File: src/hdl/rar_pkg.sv
`default_nettype none
package rar_pkg;
  typedef enum logic [1:0] {
    FUNC_ADD = 2'd0,
    FUNC_SUB = 2'd1,
    FUNC_MUL = 2'd2,
    FUNC_DIV = 2'd3
  } func_e;

  localparam int unsigned WordW = 64;
  localparam int unsigned ShiftW = 7;

  typedef logic [WordW-1:0] word_t;
endpackage
`default_nettype wire

File: src/hdl/rar_div.sv
`default_nettype none
// Restoring divider, one quotient bit per cycle. Exact division assumed by caller.
module rar_div (
  input  wire              clk_i,
  input  wire              rst_ni,
  input  wire              go_i,
  input  rar_pkg::word_t   dividend_i,
  input  rar_pkg::word_t   divisor_i,
  output logic             done_o,
  output rar_pkg::word_t   quot_o
);
  import rar_pkg::*;

  logic              run_q;
  logic [ShiftW-1:0] cnt_q;
  word_t             rem_q, quo_q, dvs_q;
  logic [WordW:0]    trial;
  logic [WordW:0]    rem_sh;

  assign rem_sh = {rem_q, quo_q[WordW-1]};
  assign trial  = rem_sh - {1'b0, dvs_q};

  always_ff @(posedge clk_i or negedge rst_ni) begin
    if (!rst_ni) begin
      run_q  <= 1'b0;
      cnt_q  <= '0;
      done_o <= 1'b0;
    end else begin
      done_o <= 1'b0;
      if (go_i) begin
        run_q <= 1'b1;
        cnt_q <= '0;
        rem_q <= '0;
        quo_q <= dividend_i;
        dvs_q <= divisor_i;
      end else if (run_q) begin
        if (!trial[WordW]) begin
          rem_q <= trial[WordW-1:0];
          quo_q <= {quo_q[WordW-2:0], 1'b1};
        end else begin
          rem_q <= rem_sh[WordW-1:0];
          quo_q <= {quo_q[WordW-2:0], 1'b0};
        end
        cnt_q <= cnt_q + 1'b1;
        if (cnt_q == ShiftW'(WordW - 1)) begin
          run_q  <= 1'b0;
          done_o <= 1'b1;
        end
      end
    end
  end

  assign quot_o = quo_q;
endmodule
`default_nettype wire

File: config.mk
export PLATFORM = sky130hd
export DESIGN_NAME = rar_div
export DESIGN_NICKNAME = d
export VERILOG_FILES = /design/src/hdl/rar_pkg.sv /design/src/hdl/rar_div.sv
export SDC_FILE = /design/constraint.sdc
export NUM_CORES = 1
export LEC_CHECK = 0
export BUFFER_PORTS_ARGS = -buffer_cell sky130_fd_sc_hd__buf_2
export CORE_UTILIZATION = 52
export DETAILED_ROUTE_END_ITERATION = 16
export PLACE_DENSITY = 0.88
export SETUP_SLACK_MARGIN = 0.5
export SLEW_MARGIN = 0
export SYNTH_ARGS = -nofsm -noshare
export SYNTH_HDL_FRONTEND = slang
export SYNTH_SLANG_ARGS = --single-unit
File: constraint.sdc
create_clock -name clk_i -period 4.05 [get_ports clk_i]
set_input_delay 0.81 -clock clk_i [delete_from_list [all_inputs] [get_ports clk_i]]
set_output_delay 0.81 -clock clk_i [all_outputs]
set_load 0.02 [all_outputs]
==> results.yml, run 1 <==
run_status:
  outcome: "completed"
timing:
  clock_skew_ns: 0.00962
  period_share: 0.890
  hold_viol_final: 0
  period_minus_slack_ns: 3.60
  finalSetupViolations: 0
  tightest_slew_ns: 0.968
  fmax_ghz: 0.277
  maxSlewHeadroom: 0.355
  timing.hold.ws_ns: 0.456
  slew_violations: 0
  fin_setup_tns_ns: 0
  rsz0062_at_grt: "true"
min_path:
  worst_hold_path_type: "in -> async"
detailed_routing:
  totalWireLength_mm: 33.4
  wl_per_cell_um: 19.6
  drc: 0
  viasPerCell: 5.92
  vias: 10100
  drtIter0Drc: 724
  ant_nets: 0
  drt_first_pass_iters: 5
setup_path:
  crit_start: "dvs_q[0]"
  r2r-start: "dvs_q[0]"
  path_max_fanout: 8
  crit_top_cell: "buf_12"
  cp.depth: 15
  cp-start-kind: "flop"
  reg2reg_to: "rem_q[21]"
  crit_path_end_kind: "flop"
  path_buf_inv: 3
  cp_slowest_cell: "edfxtp_1"
  arrival_ns: 3.84
  worstSetupPathType: "reg -> reg"
  required_ns: 4.28
  reg2reg_depth: 15
  timing.reg2reg.setup_slack_ns: 0.45
  critPathMaxStageDelay_ns: 0.41
  cp_cell_sequence: "ha_4 -> fa_2 -> nor2b_4 -> o31ai_4 -> a21o_1 -> a311oi_2 -> o2111ai_2 -> a21oi_2 -> o221ai_2 -> xnor2_4 -> buf_6 -> buf_12 -> buf_12 -> mux2i_2 -> a211oi_2"
  endpoint: "rem_q[21]"
  crit_family: "compound AO/OA/AOI/OAI gates"
final_layout:
  synthToLayoutAreaGrowth_pct: 18.6
  drive_gt1_frac: 0.258
  nets: 1567
floorplanning:
  start_util: 0.532
  core_area_mm2: 0.0236
  num_io_pins: 196
  rows: 56
  die_w_um: 157
  die_h_um: 157
  die_area_mm2: 0.0248
pwr:
  ir_drop_v: 0.000344
  p_per_area_mw_per_mm2: 552
  leakagePower_nw: 6.07
global_routing:
  grt_max_degree: 96
  grt-ovfl-total: 0
  grt_pass1_wl_mm: 51.7
  grt_pass1_vias: 9870
  antenna_found_initial: 4
  track_usage: 0.268
synth:
  synth_nets: 1381
  yosys.area.top_type: "edfxtp_1"
  synth-main-ff-cell: "edfxtp_1"
  synth_common_cells: "edfxtp_1 (192), nor2_1 (104), a21oi_1 (96)"
  syn_area_mm2: 0.0126
  yosys_warnings: 0
  netlist_top_cells_area: "edfxtp_1 (46%), ha_1 (6.5%), mux2_2 (5.9%)"
  ys_types: 60
  async_flop_share: 0.0448
  ys_ff_latch: 201
  avgSynthCellArea_um2: 10.6
  synth_edf_count: 192
  ys_seq_area_frac: 0.477
  synth_most_common_cell: "edfxtp_1"
  synth_top_area_share: 0.459
  synth_cells: 1184
cts:
  clock-sinks: 201
  root_buffer: "clkbuf_16"
  numCtsBuffers: 23
  clkLatencyLatePin_ns: 0.53
  htree_levels: 1
  clk_path_buf_depth: 3
  cts.clk_slew.worst_paths_ns: 0.06
  cts_tree: "done"
  postCtsHoldBufs: 0
run:
  cap_viol_max_count: 0
placement:
  dp_hpwl_mm: 23.8
  numPortBuffers: 195
  gp_congestion: 0.960
## registers in the layout, indices dropped and copies added (netlist names)
register  flops
cnt_q         7
quot_o       64
rem_q        64
dvs_q        64
run_q         1
done_o        1
## final cells by class
class / instances / area (um2)
clock buffers: 31 / 606
repair buffers: 218 / 1290
inverters: 84 / 315
clock inverters: 9 / 86.3
flip-flops and latches: 201 / 5990
fillers: 1919 / 8710
multi-input cells: 842 / 6200
well taps: 319 / 399
diodes: 2 / 5.00
## kinds of logic (layout without fill, tap and decap cells)
family / Yosys count / in the layout / synth area share
flops: 201 / 201 / 0.477
other cells: 0 / 2 / 0
compound gates: 317 / 317 / 0.165
simple gates: 278 / 278 / 0.100
fa+ha+maj: 66 / 66 / 0.0664
buf+inv: 141 / 342 / 0.0458
xor+xnor: 67 / 67 / 0.0482
mux: 114 / 114 / 0.0974
## power breakdown
part	total, W	internal (W)	switching, W
Sequential	0.00282	0.00263	0.000190
Combinational	0.00344	0.00156	0.00188
Clock	0.00196	0.00112	0.000845
## layout by cell type (no fill, tap or decap), drive strengths merged, types with 4 or more instances in the layout
master | netlist | final
a211oi | 55 | 55
a21o | 21 | 21
a21oi | 97 | 97
a2bb2oi | 5 | 5
a31oi | 10 | 10
and2 | 5 | 5
and3 | 7 | 7
buf | 13 | 216
clkbuf | 44 | 33
clkinv | 0 | 5
dfrtp | 9 | 9
edfxtp | 192 | 192
ha | 65 | 65
inv | 84 | 85
mux2 | 66 | 66
mux2i | 48 | 48
nand2 | 80 | 80
nand2b | 8 | 8
nand3 | 15 | 15
nand4 | 17 | 17
nor2 | 104 | 104
nor2b | 11 | 11
nor3 | 9 | 9
nor3b | 4 | 4
nor4 | 5 | 5
o211ai | 8 | 8
o21a | 11 | 11
o21ai | 49 | 49
o21bai | 20 | 20
o221ai | 5 | 5
o31a | 5 | 5
or3 | 6 | 6
xnor2 | 44 | 44
xor2 | 23 | 23
## routing by layer
layer	global-route usage	vias up	part of all wire
met5	0	-	0.00060
met4	0.0865	4	0.034
met1	0.339	4821	0.41
met3	0.0611	66	0.080
li1	-	4763	-
met2	0.453	438	0.48
## metrics by stage
stage               utilization  total power, W  worst slack, ns  instance area (um2)  std cells
floorplan                     -         0.00512            0.520                12600       1184
global placement          0.585         0.00575            0.371                13800       1654
detailed placement        0.585         0.00584            0.164                13800       1654
CTS                       0.624         0.00804            0.510                14700       1702
global route              0.631         0.00862            0.343                14900       1706
finish                    0.631         0.00822            0.445                14900       1706
## how the worst min path moves through the flow
| stage | end | slack [ns] | depth (start not counted) | from |
|---|---|---|---|---|
| final | done_o | 0.46 | 2 | rst_ni |
| after CTS | dvs_q[61] | 0.44 | 1 | divisor_i[61] |
| after floorplan | cnt_q[6] | 0.50 | 2 | cnt_q[6] |
| after detailed placement | cnt_q[6] | 0.55 | 2 | cnt_q[6] |
| after global placement | cnt_q[6] | 0.52 | 2 | cnt_q[6] |
| after global routing | dvs_q[61] | 0.44 | 1 | divisor_i[61] |
## what timing repair did
action,4_1_cts,5_1_grt
hold endpoints to repair,0,0
buffers inserted,6,0
gates resized for setup,22,26
pin swaps,5,11
cloned,2,2
setup endpoints to repair,61,60
(Power assumes the default switching activity.)
==> run 2: changes to the inputs <==
CELL_PAD_IN_SITES_DETAIL_PLACEMENT = 1   (was not set)
CELL_PAD_IN_SITES_GLOBAL_PLACEMENT = 2   (was not set)
CORE_MARGIN = 2   (was not set)
CORE_UTILIZATION = 34   (was 52)
PLACE_DENSITY = 0.89   (was 0.88)
==> run 2 against run 1 <==
Utilization down 20 points. Combinational power up 8.4%. Design area up 5.0%. Via count down 0.13%. Non-clock buffer count up 22.
==> results.yml, run 2 (synthesis results as in run 1) <==
setup_path:
  arrival_ns: 3.84
  worstSetupPathType: "reg -> reg"
  r2r-start: "dvs_q[0]"
  reg2reg_to: "rem_q[24]"
  reg2reg_depth: 14
  cp_slowest_cell: "edfxtp_1"
  crit_path_end_kind: "flop"
  timing.reg2reg.setup_slack_ns: 0.50
  required_ns: 4.34
  critPathMaxStageDelay_ns: 0.42
  cp_cell_sequence: "ha_4 -> fa_2 -> nor2b_4 -> o31ai_2 -> a21o_1 -> a311oi_2 -> o2111ai_2 -> a21oi_2 -> o221ai_2 -> xnor2_4 -> buf_12 -> buf_16 -> mux2i_1 -> a211oi_1"
  path_max_fanout: 26
  cp-start-kind: "flop"
run:
  cap_viol_max_count: 0
floorplanning:
  core_area_mm2: 0.0365
  die_area_mm2: 0.0385
  die_w_um: 196
  die_h_um: 196
  rows: 70
  num_io_pins: 196
  start_util: 0.344
cts:
  numCtsBuffers: 26
  clk_path_buf_depth: 3
  cts.clk_slew.worst_paths_ns: 0.07
  htree_levels: 1
  root_buffer: "clkbuf_16"
  clock-sinks: 201
  cts_tree: "done"
  clkLatencyLatePin_ns: 0.58
global_routing:
  track_usage: 0.193
  antenna_found_initial: 2
  grt-ovfl-total: 0
  grt_pass1_wl_mm: 59.2
  grt_pass1_vias: 10700
  grt_max_degree: 95
pwr:
  p_per_area_mw_per_mm2: 578
  comb_power_share: 0.413
  swShare: 0.350
  ir_drop_v: 0.000375
  p_seq_frac: 0.313
  leakagePower_nw: 6.33
  internal-power_w: 0.00588
  clkPwrFrac: 0.273
  power.switching_w: 0.00316
detailed_routing:
  vias: 10100
  drc: 0
  drt_first_pass_iters: 7
  wl_per_cell_um: 20.3
  viasPerCell: 5.36
  totalWireLength_mm: 38.3
  ant_nets: 0
  drtIter0Drc: 487
timing:
  period_minus_slack_ns: 3.55
  fmax_ghz: 0.282
  postLayoutSetupSlackWorst_ns: 0.500
  rsz0062_at_grt: "true"
  hold_viol_final: 0
  fin_setup_tns_ns: 0
  maxSlewHeadroom: 0.389
  slew_violations: 0
  finalSetupViolations: 0
  tightest_slew_ns: 0.917
  period_share: 0.876
  clock_skew_ns: 0.0238
placement:
  dp_hpwl_mm: 27.4
  gp_congestion: 0.892
  place_ws_ns: 0.250
  numPortBuffers: 195
min_path:
  worst_hold_path_type: "in -> async"
final_layout:
  nets: 1592
  drive_gt1_frac: 0.282
  layout_common_cells: "buf_2 (193), edfxtp_1 (192), nor2_1 (104), a21oi_1 (94), inv_1 (83)"
  fillCellCount: 4007
  num_antenna_cells: 0
  mostFrequentLayoutCell: "buf_2"
  synthToLayoutAreaGrowth_pct: 24.5
run_status:
  outcome: "completed"
run 2: cell types whose count changed in the layout (fill, tap and decap cells not counted), sizes merged:
cell | before | now
buf | 216 | 237
clkinv | 5 | 10
bufinv | 1 | 5
diode | 2 | 0
bufbuf | 0 | 1
clkbuf | 33 | 32
clkinvlp | 2 | 1
run 2: layer usage:
metal | up-vias | global-route usage | routed length [um]
met1 | 4933 | 0.248 | 16800
met3 | 60 | 0.0499 | 2350
met2 | 268 | 0.323 | 18100
met5 | - | 0 | 26
li1 | 4814 | - | -
met4 | 4 | 0.0542 | 1000
run 2: area by class of cell:
| type | instances | area (um2) | share of cell area |
|---|---|---|---|
| flip-flops and latches | 201 | 5990 | 0.383 |
| clock inverters | 17 | 234 | 0.0150 |
| multi-input cells | 842 | 6320 | 0.404 |
| clock buffers | 30 | 666 | 0.0426 |
| well taps | 468 | 586 | 0.0374 |
| inverters | 84 | 315 | 0.0202 |
| repair buffers | 240 | 1530 | 0.0975 |
run 2: worst max path at each step:
| stage | slack [ns] | cells after the start | from | end |
|---|---|---|---|---|
| CTS | 0.42 | 15 | quot_o[63] | rem_q[6] |
| global placement | 0.36 | 14 | quot_o[63] | rem_q[0] |
| floorplan | 0.52 | 4 | go_i | quot_o[0] |
| finish | 0.50 | 14 | dvs_q[0] | rem_q[24] |
| detailed placement | 0.25 | 14 | quot_o[63] | rem_q[1] |
| global route | 0.36 | 13 | rem_q[9] | rem_q[24] |
run 2: worst max-delay path: cells and delay by family, from the launching register on:
| kind | cells | cell delay, ns |
|---|---|---|
| multiplexers | 1 | 0.26 |
| AO/OA/AOI/OAI | 7 | 1.31 |
| adder cells (fa/ha/maj) | 2 | 0.55 |
| XOR/XNOR | 1 | 0.18 |
| AND/OR/NAND/NOR | 1 | 0.14 |
| buffers and inverters | 2 | 0.36 |
| flip-flops | 1 | 0.42 |
run 2: timing repair:
item	4_1_cts	5_1_grt
cloned	2	2
hold buffers	0	0
gates resized for setup	16	57
setup buffers	11	16
setup endpoints to repair	61	65
pin swaps	10	21
run 2: through the flow:
step	std cells	hold slack, ns	instance area [um2]	total power (W)	utilization
floorplan	1184	0.498	12600	0.00512	-
global placement	1804	0.518	14000	0.00588	0.384
finish	1882	0.252	15600	0.00904	0.428
detailed placement	1804	0.535	14000	0.00598	0.384
global route	1882	0.253	15600	0.00953	0.428
CTS	1864	0.224	15200	0.00873	0.416
run 2: power groups by stage:
stage	combinational (W)	clock, W	sequential, W
global route	0.00405	0.00261	0.00287
CTS	0.00338	0.00253	0.00282
finish	0.00373	0.00247	0.00283
detailed placement	0.00312	0	0.00285
global placement	0.00304	0	0.00284
floorplan	0.00227	0	0.00285
